$ cat config.mk
export PLATFORM = sky130hd
export DESIGN_NAME = lzbd_parser
export DESIGN_NICKNAME = d
export VERILOG_FILES = /design/src/design/lzbd_pkg.sv /design/src/design/lzbd_parser.sv
export SDC_FILE = /design/constraint.sdc
export NUM_CORES = 1
export LEC_CHECK = 0
export BUFFER_PORTS_ARGS = -buffer_cell sky130_fd_sc_hd__buf_2
export CORE_UTILIZATION = 51
export CTS_CLUSTER_SIZE = 14
export DETAILED_ROUTE_END_ITERATION = 8
export PLACE_DENSITY = 0.69
export SETUP_SLACK_MARGIN = 0.3
export SYNTH_ARGS = -nofsm -noshare
export SYNTH_HDL_FRONTEND = slang
export SYNTH_SLANG_ARGS = --single-unit
$ cat constraint.sdc
create_clock -name clk -period 4 [get_ports clk]
set_input_delay 0 -clock clk [delete_from_list [all_inputs] [get_ports clk]]
set_output_delay 0 -clock clk [all_outputs]
set_load 0.005 [all_outputs]
$ cat src/design/lzbd_pkg.sv
`default_nettype none

package lzbd_pkg;

  // Widths of the fixed header fields and of a literal
  localparam logic [4:0] OFFW_BITS  = 5'd4;
  localparam logic [4:0] LENW_BITS  = 5'd4;
  localparam logic [4:0] MINL_BITS  = 5'd2;
  localparam logic [4:0] COUNT_BITS = 5'd16;
  localparam logic [4:0] LIT_BITS   = 5'd8;

  // Most bytes one input bit may produce; longer runs are cut here
  localparam logic [4:0] MAX_RUN = 5'd18;

  typedef enum logic [2:0] {
    PH_OFFW  = 3'd0,
    PH_LENW  = 3'd1,
    PH_MINL  = 3'd2,
    PH_COUNT = 3'd3,
    PH_FLAG  = 3'd4,
    PH_LIT   = 3'd5,
    PH_DIST  = 3'd6,
    PH_LEN   = 3'd7
  } phase_t;

  typedef enum logic [1:0] {
    E_IDLE = 2'd0,
    E_LIT  = 2'd1,
    E_RD   = 2'd2,
    E_WR   = 2'd3
  } eng_state_t;

  // Work handed from the parser to the output engine
  typedef struct packed {
    logic        restart;
    logic        valid;
    logic        is_copy;
    logic [7:0]  lit;
    logic [15:0] ref_dist;
    logic [4:0]  len;
    logic        last;
  } cmd_t;

endpackage

`default_nettype wire

$ cat src/design/lzbd_parser.sv
`default_nettype none

module lzbd_parser
  import lzbd_pkg::*;
(
  input  wire logic clk,
  input  wire logic rst_n,
  input  wire logic take,
  input  wire logic in_bit,
  input  wire logic stream_start,
  output cmd_t      cmd
);

  phase_t      phase_r, phase_nxt;
  logic [4:0]  bits_left_r, bits_left_nxt;
  logic [15:0] accum_r, accum_nxt;
  logic [3:0]  offw_r, offw_nxt;
  logic [3:0]  lenw_r, lenw_nxt;
  logic [1:0]  minl_r, minl_nxt;
  logic [15:0] tokens_r, tokens_nxt;
  logic [15:0] dist_r, dist_nxt;

  // Register view after an optional stream restart
  phase_t      eff_phase;
  logic [4:0]  eff_bl;
  logic [15:0] eff_acc;
  logic [3:0]  eff_offw;
  logic [3:0]  eff_lenw;
  logic [1:0]  eff_minl;
  logic [15:0] eff_tok;
  logic [15:0] eff_dist;

  logic [15:0] acc_sh;
  logic [4:0]  bl_dec;
  logic        in_field;
  logic        fdone;
  logic        tok_start;
  logic        ref_start;
  logic        lit_done;
  logic        dist_done;
  logic        copy_now;
  logic        token_end;
  logic [15:0] dist_val;
  logic [15:0] len_field;
  logic [16:0] len_full;
  logic [4:0]  len_cap;
  logic [15:0] tok_dec;

  // Decode the bit against the current phase and form the command
  always_comb begin
    eff_phase = stream_start ? PH_OFFW   : phase_r;
    eff_bl    = stream_start ? OFFW_BITS : bits_left_r;
    eff_acc   = stream_start ? 16'd0     : accum_r;
    eff_offw  = stream_start ? 4'd0      : offw_r;
    eff_lenw  = stream_start ? 4'd0      : lenw_r;
    eff_minl  = stream_start ? 2'd0      : minl_r;
    eff_tok   = stream_start ? 16'd0     : tokens_r;
    eff_dist  = stream_start ? 16'd0     : dist_r;

    acc_sh    = {eff_acc[14:0], in_bit};
    bl_dec    = (eff_bl != 5'd0) ? eff_bl - 5'd1 : 5'd0;
    in_field  = (eff_phase != PH_FLAG);
    fdone     = in_field && (bl_dec == 5'd0);
    tok_start = (eff_phase == PH_FLAG) && (eff_tok != 16'd0);
    ref_start = tok_start && in_bit;
    lit_done  = fdone && (eff_phase == PH_LIT);
    dist_done = fdone && (eff_phase == PH_DIST);
    // Zero-width fields complete at once, so a reference may finish on its flag
    copy_now  = (ref_start && (eff_offw == 4'd0) && (eff_lenw == 4'd0)) ||
                (dist_done && (eff_lenw == 4'd0)) ||
                (fdone && (eff_phase == PH_LEN));
    token_end = lit_done || copy_now;

    priority if (dist_done) begin
      dist_val = {1'b0, acc_sh[14:0]} + 16'd1;
    end else if (ref_start && (eff_offw == 4'd0)) begin
      dist_val = 16'd1;
    end else begin
      dist_val = eff_dist;
    end

    len_field = (eff_phase == PH_LEN) ? acc_sh : 16'd0;
    len_full  = {1'b0, len_field} + {15'd0, eff_minl};
    len_cap   = (len_full > {12'd0, MAX_RUN}) ? MAX_RUN : len_full[4:0];
    tok_dec   = eff_tok - 16'd1;

    cmd.restart  = stream_start;
    cmd.valid    = lit_done || (copy_now && (len_cap != 5'd0));
    cmd.is_copy  = copy_now;
    cmd.lit      = acc_sh[7:0];
    cmd.ref_dist = dist_val;
    cmd.len      = len_cap;
    cmd.last     = (tok_dec == 16'd0);
  end

  // Next parser state
  always_comb begin
    phase_nxt     = eff_phase;
    bits_left_nxt = eff_bl;
    accum_nxt     = eff_acc;
    offw_nxt      = eff_offw;
    lenw_nxt      = eff_lenw;
    minl_nxt      = eff_minl;
    tokens_nxt    = eff_tok;
    dist_nxt      = dist_val;

    if (in_field) begin
      accum_nxt     = acc_sh;
      bits_left_nxt = bl_dec;
    end

    if (tok_start && !in_bit) begin
      phase_nxt     = PH_LIT;
      bits_left_nxt = LIT_BITS;
      accum_nxt     = 16'd0;
    end

    if (ref_start && (eff_offw != 4'd0)) begin
      phase_nxt     = PH_DIST;
      bits_left_nxt = {1'b0, eff_offw};
      accum_nxt     = 16'd0;
    end

    if ((ref_start && (eff_offw == 4'd0) && (eff_lenw != 4'd0)) ||
        (dist_done && (eff_lenw != 4'd0))) begin
      phase_nxt     = PH_LEN;
      bits_left_nxt = {1'b0, eff_lenw};
      accum_nxt     = 16'd0;
    end

    if (fdone) begin
      unique case (eff_phase)
        PH_OFFW: begin
          offw_nxt      = acc_sh[3:0];
          phase_nxt     = PH_LENW;
          bits_left_nxt = LENW_BITS;
          accum_nxt     = 16'd0;
        end
        PH_LENW: begin
          lenw_nxt      = acc_sh[3:0];
          phase_nxt     = PH_MINL;
          bits_left_nxt = MINL_BITS;
          accum_nxt     = 16'd0;
        end
        PH_MINL: begin
          minl_nxt      = acc_sh[1:0];
          phase_nxt     = PH_COUNT;
          bits_left_nxt = COUNT_BITS;
          accum_nxt     = 16'd0;
        end
        PH_COUNT: begin
          tokens_nxt = acc_sh;
          phase_nxt  = PH_FLAG;
        end
        default: begin
        end
      endcase
    end

    if (token_end) begin
      tokens_nxt = tok_dec;
      phase_nxt  = PH_FLAG;
    end
  end

  always_ff @(posedge clk) begin
    if (!rst_n) begin
      phase_r     <= PH_OFFW;
      bits_left_r <= OFFW_BITS;
      accum_r     <= 16'd0;
      offw_r      <= 4'd0;
      lenw_r      <= 4'd0;
      minl_r      <= 2'd0;
      tokens_r    <= 16'd0;
      dist_r      <= 16'd0;
    end else if (take) begin
      phase_r     <= phase_nxt;
      bits_left_r <= bits_left_nxt;
      accum_r     <= accum_nxt;
      offw_r      <= offw_nxt;
      lenw_r      <= lenw_nxt;
      minl_r      <= minl_nxt;
      tokens_r    <= tokens_nxt;
      dist_r      <= dist_nxt;
    end
  end

endmodule

`default_nettype wire

## After elaboration in Yosys (flattened, before gate mapping)

Index checks and enable logic that the tools add are counted.

| storage, ports and cells | value |
|---|---|
| flip-flop bits (word level) | 66 |
| bits of input ports | 5 |
| logic and storage cells | 92 |

| cells by class | value |
|---|---|
| add/subtract/negate cells | 4 |
| order comparisons | 1 |
| equality and inequality tests | 8 |
| multiplexer cells | 40 |
| reduce and logical (&&, ||, !) cells | 31 |

Operator list:

| cell | count |
|---|---|
| $mux W16 | 15 |
| $mux W5 | 8 |
| $mux W4 | 6 |
| $mux W3 | 6 |
| $add A16 B2 Y17 | 1 |
| $gt A17 B5 Y1 const B | 1 |
| $add A15 B1 Y16 const B | 1 |
| $logic_not A16 Y1 | 1 |
| $reduce_bool A16 Y1 | 1 |
| $sub A16 B1 Y16 const B | 1 |
| $pmux W5 S3 | 1 |
| $logic_and A1 B1 Y1 | 14 |
| $eq A3 B3 Y1 const B | 4 |
| $pmux W3 S4 | 1 |
| $reduce_bool A5 Y1 | 2 |
| $logic_not A4 Y1 | 2 |
| $reduce_bool A4 Y1 | 2 |
| $eq A3 B2 Y1 const B | 2 |
| $mux W2 | 3 |
| $logic_not A5 Y1 | 1 |
| $logic_or A1 B1 Y1 | 5 |
| $sub A5 B1 Y5 const B | 1 |
| $eq A3 B1 Y1 const B | 1 |
| $logic_not A3 Y1 | 1 |
| other kinds (3) | 3 |

## Longest topological paths before layout

Gate-level depths: netlist of run 1.

| logic depth | value |
|---|---|
| depth in word-level cells | 12 |
| gate-level depth with buffers | 16 |
| mapped depth without buffers | 12 |

## Least setup slack after synthesis of run 1

OpenSTA, ideal clock, no wires.

| path | value |
|---|---|
| path type | register -> output |
| from | register phase_r[0] |
| to | output port cmd[4] (netlist name) |
| arrival time | 2,878 ps |
| path slack | 1,122 ps |
| stages on the path, launching flop included | 14 |
| cell sequence | dfxtp_1 -> buf_2 -> and4b_1 -> buf_2 -> nand2_1 -> inv_1 -> ha_1 -> a21oi_1 -> nor4_2 -> a311oi_1 -> a31oi_1 -> a221o_1 -> a211oi_2 -> and3_1 |

RTL lines:

| item | RTL line | source |
|---|---|---|
| from (decl) | lzbd_parser.sv:14 | `phase_t phase_r, phase_nxt;` |
| from (signal assigned) | lzbd_parser.sv:177 | `phase_r <= phase_nxt;` |
| to (decl) | lzbd_parser.sv:11 | `output cmd_t cmd` |

==> flow_metrics.py, run 1 <==
metrics = {
    "clocking": {
        "clock_sinks": 65,
        "cts_tree": "built",
        "path_clk_slew_ns": 0.08,
        "clk_latency_ns": 0.36,
        "cts_buffers": 9,
        "htree_levels": 3,
        "cts_root_buffer": "clkbuf_8",
        "cts_buffer_depth": 2,
        "hold_buffers": 0,
    },
    "synth": {
        "ys_async_sr_fraction_pct": 0,
        "synth_compound_area_share_pct": 27.6,
        "synthCells": 637,
        "ys.warnings.count": 0,
        "synth_top_family_by_area": "simple AND/OR/NAND/NOR gates",
        "synth_top_area_share_pct": 26.7,
        "yosysSeqAreaShare_pct": 26.7,
        "syn_area_sq_um": 4870,
        "synth_ff_type": "dfxtp_1",
        "synth_xor_xnor_area_share_pct": 3.96,
        "ys_types": 83,
        "synth-adder-area-share_pct": 1.95,
        "synth.area.mux_share_pct": 3.14,
        "yosys_register_bits": 65,
        "netlist.top_cell.by_area": "dfxtp_1",
        "syn-num-nets": 649,
        "syn_area_per_cell_sq_um": 7.64,
        "synth_simple_gate_area_share_pct": 29.4,
        "synth_edf_count": 0,
        "synth_area_leaders": "dfxtp_1, o21ai_0, nor2_1",
    },
    "floorplanning": {
        "core_area_sq_um": 9240,
        "die_w_um": 99.7,
        "die_y_um": 99.7,
        "ios": 38,
        "row_count": 35,
        "start_util_pct": 52.7,
        "dieArea_sq_um": 9940,
    },
    "final_layout": {
        "area_growth_pct": 8.12,
        "drive_gt1_share_pct": 17.8,
        "layout_commonest_cell": "nor2_1",
        "mostFrequentLayoutCells": "nor2_1, dfxtp_1, o21ai_0",
        "num_antenna_cells": 0,
        "nNetsFinal": 652,
    },
    "critical_path": {
        "crit_required_ns": 4.00,
        "slowest_delay_ns": 0.48,
        "r2r_start": "bits_left_r[0]",
        "slowest_stage": "dfxtp_2",
        "critical_path.cell_chain": "and4b_4, nand2_1, inv_1, ha_1, a21oi_2, nor4_2, a311oi_1, a31oi_1, a221o_1, a211oi_2, and3_1, buf_2",
        "end_kind": "output port",
        "crit_fanout": 13,
        "crit_type": "reg2out",
        "cp.arrival_ns": 3.45,
        "startpoint": "phase_r[1]",
        "start_kind": "register",
    },
    "worst_hold_path": {
        "hold_path.class": "in2reg",
        "hp-start": "in_bit",
    },
    "timing": {
        "finalCriticalPeriod_ns": 3.45,
        "maxSlewViolCount": 0,
        "max_freq_mhz": 290,
        "hold_viol": 0,
        "setup_slack_ns": 0.551,
        "worst_slew_margin_rel_pct": 49.3,
        "rsz0062_at_grt": "false",
        "clock_skew_ns": 0.0125,
        "fin_setup_tns_ns": 0,
        "setup_viol_count_final": 0,
        "tightest_slew_ns": 0.759,
        "fin_crit_sh_pct": 86.2,
    },
    "global_route": {
        "antenna_found_initial": 0,
        "gr-usage-met2_pct": 51.8,
        "grt.busiest_layer": "met2",
        "grt.overflow.total": 0,
        "grt_pass1_vias": 4805,
        "grtUsageMet1_pct": 41.6,
        "gr-usage-all-layers_pct": 32.0,
        "met3_usage_pct": 5.27,
        "grt_pass1_wl_um": 24800,
        "grt_start_max_net_pins": 40,
    },
    "drt": {
        "drc": 0,
        "wirelength_um": 15200,
        "route.vias.total": 5073,
        "drt-wirelength-per-cell_um": 19.7,
        "drt-initial-drc-count": 401,
        "post_drt_via_cell_ratio": 6.55,
        "drt_first_pass_iters": 5,
        "final_antenna_net_count": 0,
    },
    "power_and_ir_drop": {
        "leakagePower_nw": 1.94,
        "finalPower_mw": 1.54,
        "clkPwrFrac_pct": 41.7,
        "pwr-share-comb_pct": 13.5,
        "intPower_mw": 1.09,
        "p_sw_share_pct": 29.0,
        "switching_power_mw": 0.447,
        "ir_worst_vdd_uv": 250,
        "powerDensity_nw_per_um2": 292,
        "power.share.sequential_pct": 44.8,
    },
    "flow_run": {
        "max-cap-violations": 0,
    },
    "place": {
        "routabilityCongestion": 0.958,
        "portBuffers": 37,
        "place_ws_ns": 0.543,
        "dp_hpwl_um": 10800,
    },
    "outcome": {
        "outcome": "finished clean",
    },
}
-- Yosys cell counts, types with 4 or more instances --
| cell | instances |
|---|---|
| nor3_1 | 24 |
| nand4_1 | 8 |
| o21ba_2 | 5 |
| and3_1 | 7 |
| o21ai_1 | 4 |
| nand3b_1 | 5 |
| nand3_1 | 22 |
| or2_2 | 5 |
| a21o_1 | 8 |
| nor2_1 | 68 |
| a22o_1 | 7 |
| xor2_1 | 8 |
| o21ai_0 | 53 |
| a31oi_1 | 9 |
| mux2i_1 | 13 |
| xnor2_1 | 14 |
| buf_2 | 18 |
| nand2b_1 | 8 |
| a21oi_1 | 32 |
| buf_4 | 7 |
| nor4b_1 | 4 |
| ha_1 | 6 |
| inv_1 | 18 |
| o22ai_1 | 6 |
| nor4_1 | 10 |
| clkbuf_1 | 25 |
| or3_1 | 5 |
| dfxtp_1 | 65 |
| nor2b_1 | 11 |
| a22oi_1 | 15 |
| nand2_1 | 50 |
| a32oi_1 | 17 |
-- per-stage QoR --
stage / hold slack, ns / cells / utilization [%] / cell area (sq um)
final: 0.0705 / 774 / 57.0 / 5260
after CTS: 0.0715 / 774 / 56.7 / 5240
after global routing: 0.105 / 774 / 57.0 / 5260
after floorplan: 0.0808 / 637 / - / 4870
after global placement: 0.332 / 758 / 54.3 / 5010
after detailed placement: 0.334 / 758 / 54.3 / 5010
-- path summary, 6_finish.rpt --
check                   end  slack [ns]  cells after the start
max                  cmd[4]        0.55                     12
min               lenw_r[0]        0.07                      3
max reg2reg  bits_left_r[3]        0.87                     10
min reg2reg      dist_r[12]        0.47                      2
-- state kept, by name (all words and copies together) (netlist names) --
name	cells
phase_r	3
lenw_r	4
minl_r	2
dist_r	16
bits_left_r	5
accum_r	15
tokens_r	16
offw_r	4
-- final cells by class --
cell class | count | area (sq um)
Inverter | 18 | 67.6
Fill cell | 889 | 3980
Clock buffer | 10 | 128
Clock inverter | 6 | 92.6
Multi-Input combinational cell | 498 | 3240
Timing Repair Buffer | 48 | 268
Tap cell | 129 | 161
Sequential cell | 65 | 1310
-- metal layers --
layer | vias to the layer above | routed length (um) | share of wire [%]
li1 | 2354 | - | -
met5 | - | 0 | 0
met2 | 258 | 7050 | 46
met4 | 0 | 504 | 3.3
met1 | 2416 | 6430 | 42
met3 | 45 | 1250 | 8.2
-- worst max-delay path, delay by kind of cell, from the launching register on --
kind | cells | cell delay [ns]
flops | 1 | 0.48
buf+inv | 2 | 0.18
fa+ha+maj | 1 | 0.23
simple gates | 4 | 0.84
compound gates | 5 | 1.36
-- cell families after synthesis --
kind of cell               after synthesis
AOI/OAI and AO/OA                      194
adders and majority gates                7
xor gates and xnor gates                22
buffers and inverters                   74
and+or+nand+nor                        260
DFF                                     65
muxes                                   15
-- repair_timing --
| item | CTS | global route |
|---|---|---|
| pin swaps | 0 | 2 |
| resized for setup | 3 | 7 |
| setup endpoints to repair | 6 | 6 |
| setup buffers | 0 | 0 |
-- power by group through the flow --
stage | Combinational [mW] | Clock, mW | Sequential [mW]
finish | 0.208 | 0.642 | 0.689
CTS | 0.204 | 0.653 | 0.688
global placement | 0.200 | 0 | 0.702
global route | 0.227 | 0.678 | 0.692
detailed placement | 0.203 | 0 | 0.703
floorplan | 0.162 | 0 | 0.692
(Power assumes the default switching activity.)
==> run 2, diff against run 1 <==
--- a/config.mk
+++ b/config.mk
@@ -6,10 +6,10 @@
 export NUM_CORES = 1
 export LEC_CHECK = 0
 export BUFFER_PORTS_ARGS = -buffer_cell sky130_fd_sc_hd__buf_2
-export CORE_UTILIZATION = 51
+export CORE_UTILIZATION = 61
 export CTS_CLUSTER_SIZE = 14
 export DETAILED_ROUTE_END_ITERATION = 8
-export PLACE_DENSITY = 0.69
+export PLACE_DENSITY = 0.81
 export SETUP_SLACK_MARGIN = 0.3
 export SYNTH_ARGS = -nofsm -noshare
 export SYNTH_HDL_FRONTEND = slang
==> run 2 against run 1 <==
  * Clock-buffer cell count grew 1
  * Final cell count shrank 3.4%
  * Sequential share of layout area is essentially flat
  * Clock power grew 10%
  * Setup slack gained 0.029 ns
  * Hold slack lost 0.021 ns
==> flow_metrics.py, run 2 (synthesis gave the netlist of run 1 again) <==
metrics = {
    "critical_path": {
        "start_kind": "register",
        "crit_required_ns": 4.00,
        "crit_type": "reg2out",
        "cp.arrival_ns": 3.42,
        "cp_top_family": "compound AO/OA/AOI/OAI gates",
        "startpoint": "phase_r[1]",
        "slowest_stage": "dfxtp_2",
        "ff2ff_path_depth": 10,
        "critical_path.cell_chain": "and4b_2, nand2_1, inv_1, ha_1, a21oi_2, nor4_2, a311oi_1, a31oi_1, a221o_1, a211oi_2, and3b_1, buf_2",
        "rr_endpoint": "accum_r[12]",
        "crit_path_end": "cmd[3]",
        "end_kind": "output port",
        "r2r_start": "bits_left_r[0]",
        "cp_num_buf_inv": 2,
        "path_depth": 12,
        "r2r_setup_slack_ns": 0.79,
        "crit_fanout": 13,
        "slowest_delay_ns": 0.47,
    },
    "drt": {
        "wirelength_um": 14800,
        "post_drt_via_cell_ratio": 6.81,
        "drt-wirelength-per-cell_um": 19.8,
        "drc": 0,
        "route.vias.total": 5091,
        "drt_first_pass_iters": 5,
        "final_antenna_net_count": 0,
        "drt-initial-drc-count": 452,
    },
    "clocking": {
        "cts_setup_buffers": 0,
        "path_clk_slew_ns": 0.08,
        "cts_buffer_depth": 2,
        "clk_latency_ns": 0.36,
        "cts_root_buffer": "clkbuf_8",
        "htree_levels": 3,
        "cts_buffers": 9,
        "cts_tree": "built",
        "clock_sinks": 65,
    },
    "final_layout": {
        "area_growth_pct": 8.02,
        "stdcell_area_sq_um": 5260,
        "reg_top3": "dist_r: 16 flops, tokens_r: 16 flops, accum_r: 15 flops",
        "fillers": 664,
        "final_core_util_pct": 68.0,
        "num_antenna_cells": 0,
        "seq_area_sq_um": 1310,
        "layout_commonest_cell": "nor2_1",
        "multi_input_area_sq_um": 3240,
        "nNetsFinal": 653,
        "drive_gt1_share_pct": 17.8,
        "mostFrequentLayoutCells": "nor2_1, dfxtp_1, o21ai_0",
    },
    "flow_run": {
        "max-cap-violations": 0,
    },
    "global_route": {
        "grt_start_max_net_pins": 40,
        "grt_pass1_wl_um": 24000,
        "grt_pass1_vias": 4749,
        "grt.busiest_layer": "met2",
        "antenna_found_initial": 0,
        "gr-usage-all-layers_pct": 36.3,
        "gr-usage-met2_pct": 58.7,
        "met3_usage_pct": 6.20,
        "grt.overflow.total": 0,
        "grtUsageMet1_pct": 47.1,
    },
    "floorplanning": {
        "die_w_um": 91.3,
        "ios": 38,
        "core_area_sq_um": 7730,
        "row_count": 32,
        "dieArea_sq_um": 8340,
        "die_y_um": 91.3,
        "start_util_pct": 63.0,
    },
    "timing": {
        "finalCriticalPeriod_ns": 3.42,
        "clock_skew_ns": 0.0134,
        "worst_slew_margin_rel_pct": 43.7,
        "hold_viol": 0,
        "rsz0062_at_grt": "false",
        "max_freq_mhz": 292,
        "maxSlewViolCount": 0,
        "setup_viol_count_final": 0,
        "tightest_slew_ns": 0.844,
        "fin_setup_tns_ns": 0,
        "fin_crit_sh_pct": 85.5,
    },
    "power_and_ir_drop": {
        "leakagePower_nw": 1.97,
        "powerDensity_nw_per_um2": 305,
        "ir_worst_vdd_uv": 248,
    },
    "worst_hold_path": {
        "hold_path.class": "in2reg",
        "hp-start": "take",
    },
    "place": {
        "portBuffers": 37,
        "placed_cell_area_sq_um": 4990,
        "dp_hpwl_um": 10400,
        "routabilityCongestion": 0.966,
    },
    "outcome": {
        "outcome": "finished clean",
    },
}
[run 2: cell types whose count changed in the layout (fill, tap and decap cells not counted), sizes merged]
cell / delta
clkinv: -1
clkbuf: +1
bufinv: +1
clkinvlp: -1
buf: +1
[run 2: per-stage QoR]
step           hold slack, ns  setup WS, ns  power [mW]  cells
2_1_floorplan          0.0808          1.12       0.854    637
6_report               0.0491         0.580        1.61    748
5_1_grt                0.0733         0.317        1.65    748
3_5_place_dp            0.329         0.572       0.906    732
3_3_place_gp            0.331         0.660       0.900    732
4_1_cts                0.0473         0.320        1.59    748
[run 2: final cells by class]
| cell class | instances | share of cell area, % |
|---|---|---|
| clock buffers | 11 | 2.69 |
| clock inverters | 5 | 1.95 |
| inverters | 18 | 1.29 |
| multi-input cells | 498 | 61.6 |
| flip-flops and latches | 65 | 24.8 |
| well taps | 102 | 2.43 |
| repair buffers | 49 | 5.24 |
[run 2: routing by layer]
layer	routed length, um	share of wire [%]
met1	6190	42
met2	6930	47
met3	1230	8.3
met4	456	3.1
met5	0	0
[run 2: worst reg2reg max path, stage by stage (launching register included)]
cell and delay, ns:
dfxtp_1 0.39, nor2b_2 0.21, inv_1 0.09, ha_1 0.27, nand2b_1 0.19, and4_2 0.28, o211ai_2 0.51, a21oi_4 0.20
o41ai_2 0.79, nand2_1 0.13, o21ai_0 0.10
[run 2: where the power goes]
part	switching [mW]	internal, mW
logic	0.133	0.0762
clock network	0.277	0.430
registers	0.0256	0.664
[run 2: what timing repair did]
item,CTS,global route
hold endpoints to repair,0,0
endpoints found under the setup margin,6,6
gates resized for setup,3,6
hold buffers,0,0
pin swaps,0,2
[run 2: worst min path at each step]
stage / to / slack [ns] / cells past startpoint
2_1_floorplan: cmd[22] / 0.08 / 1
3_3_place_gp: cmd[22] / 0.33 / 2
3_5_place_dp: cmd[22] / 0.33 / 2
4_1_cts: dist_r[12] / 0.05 / 3
5_1_grt: dist_r[12] / 0.07 / 3
6_report: dist_r[12] / 0.05 / 3
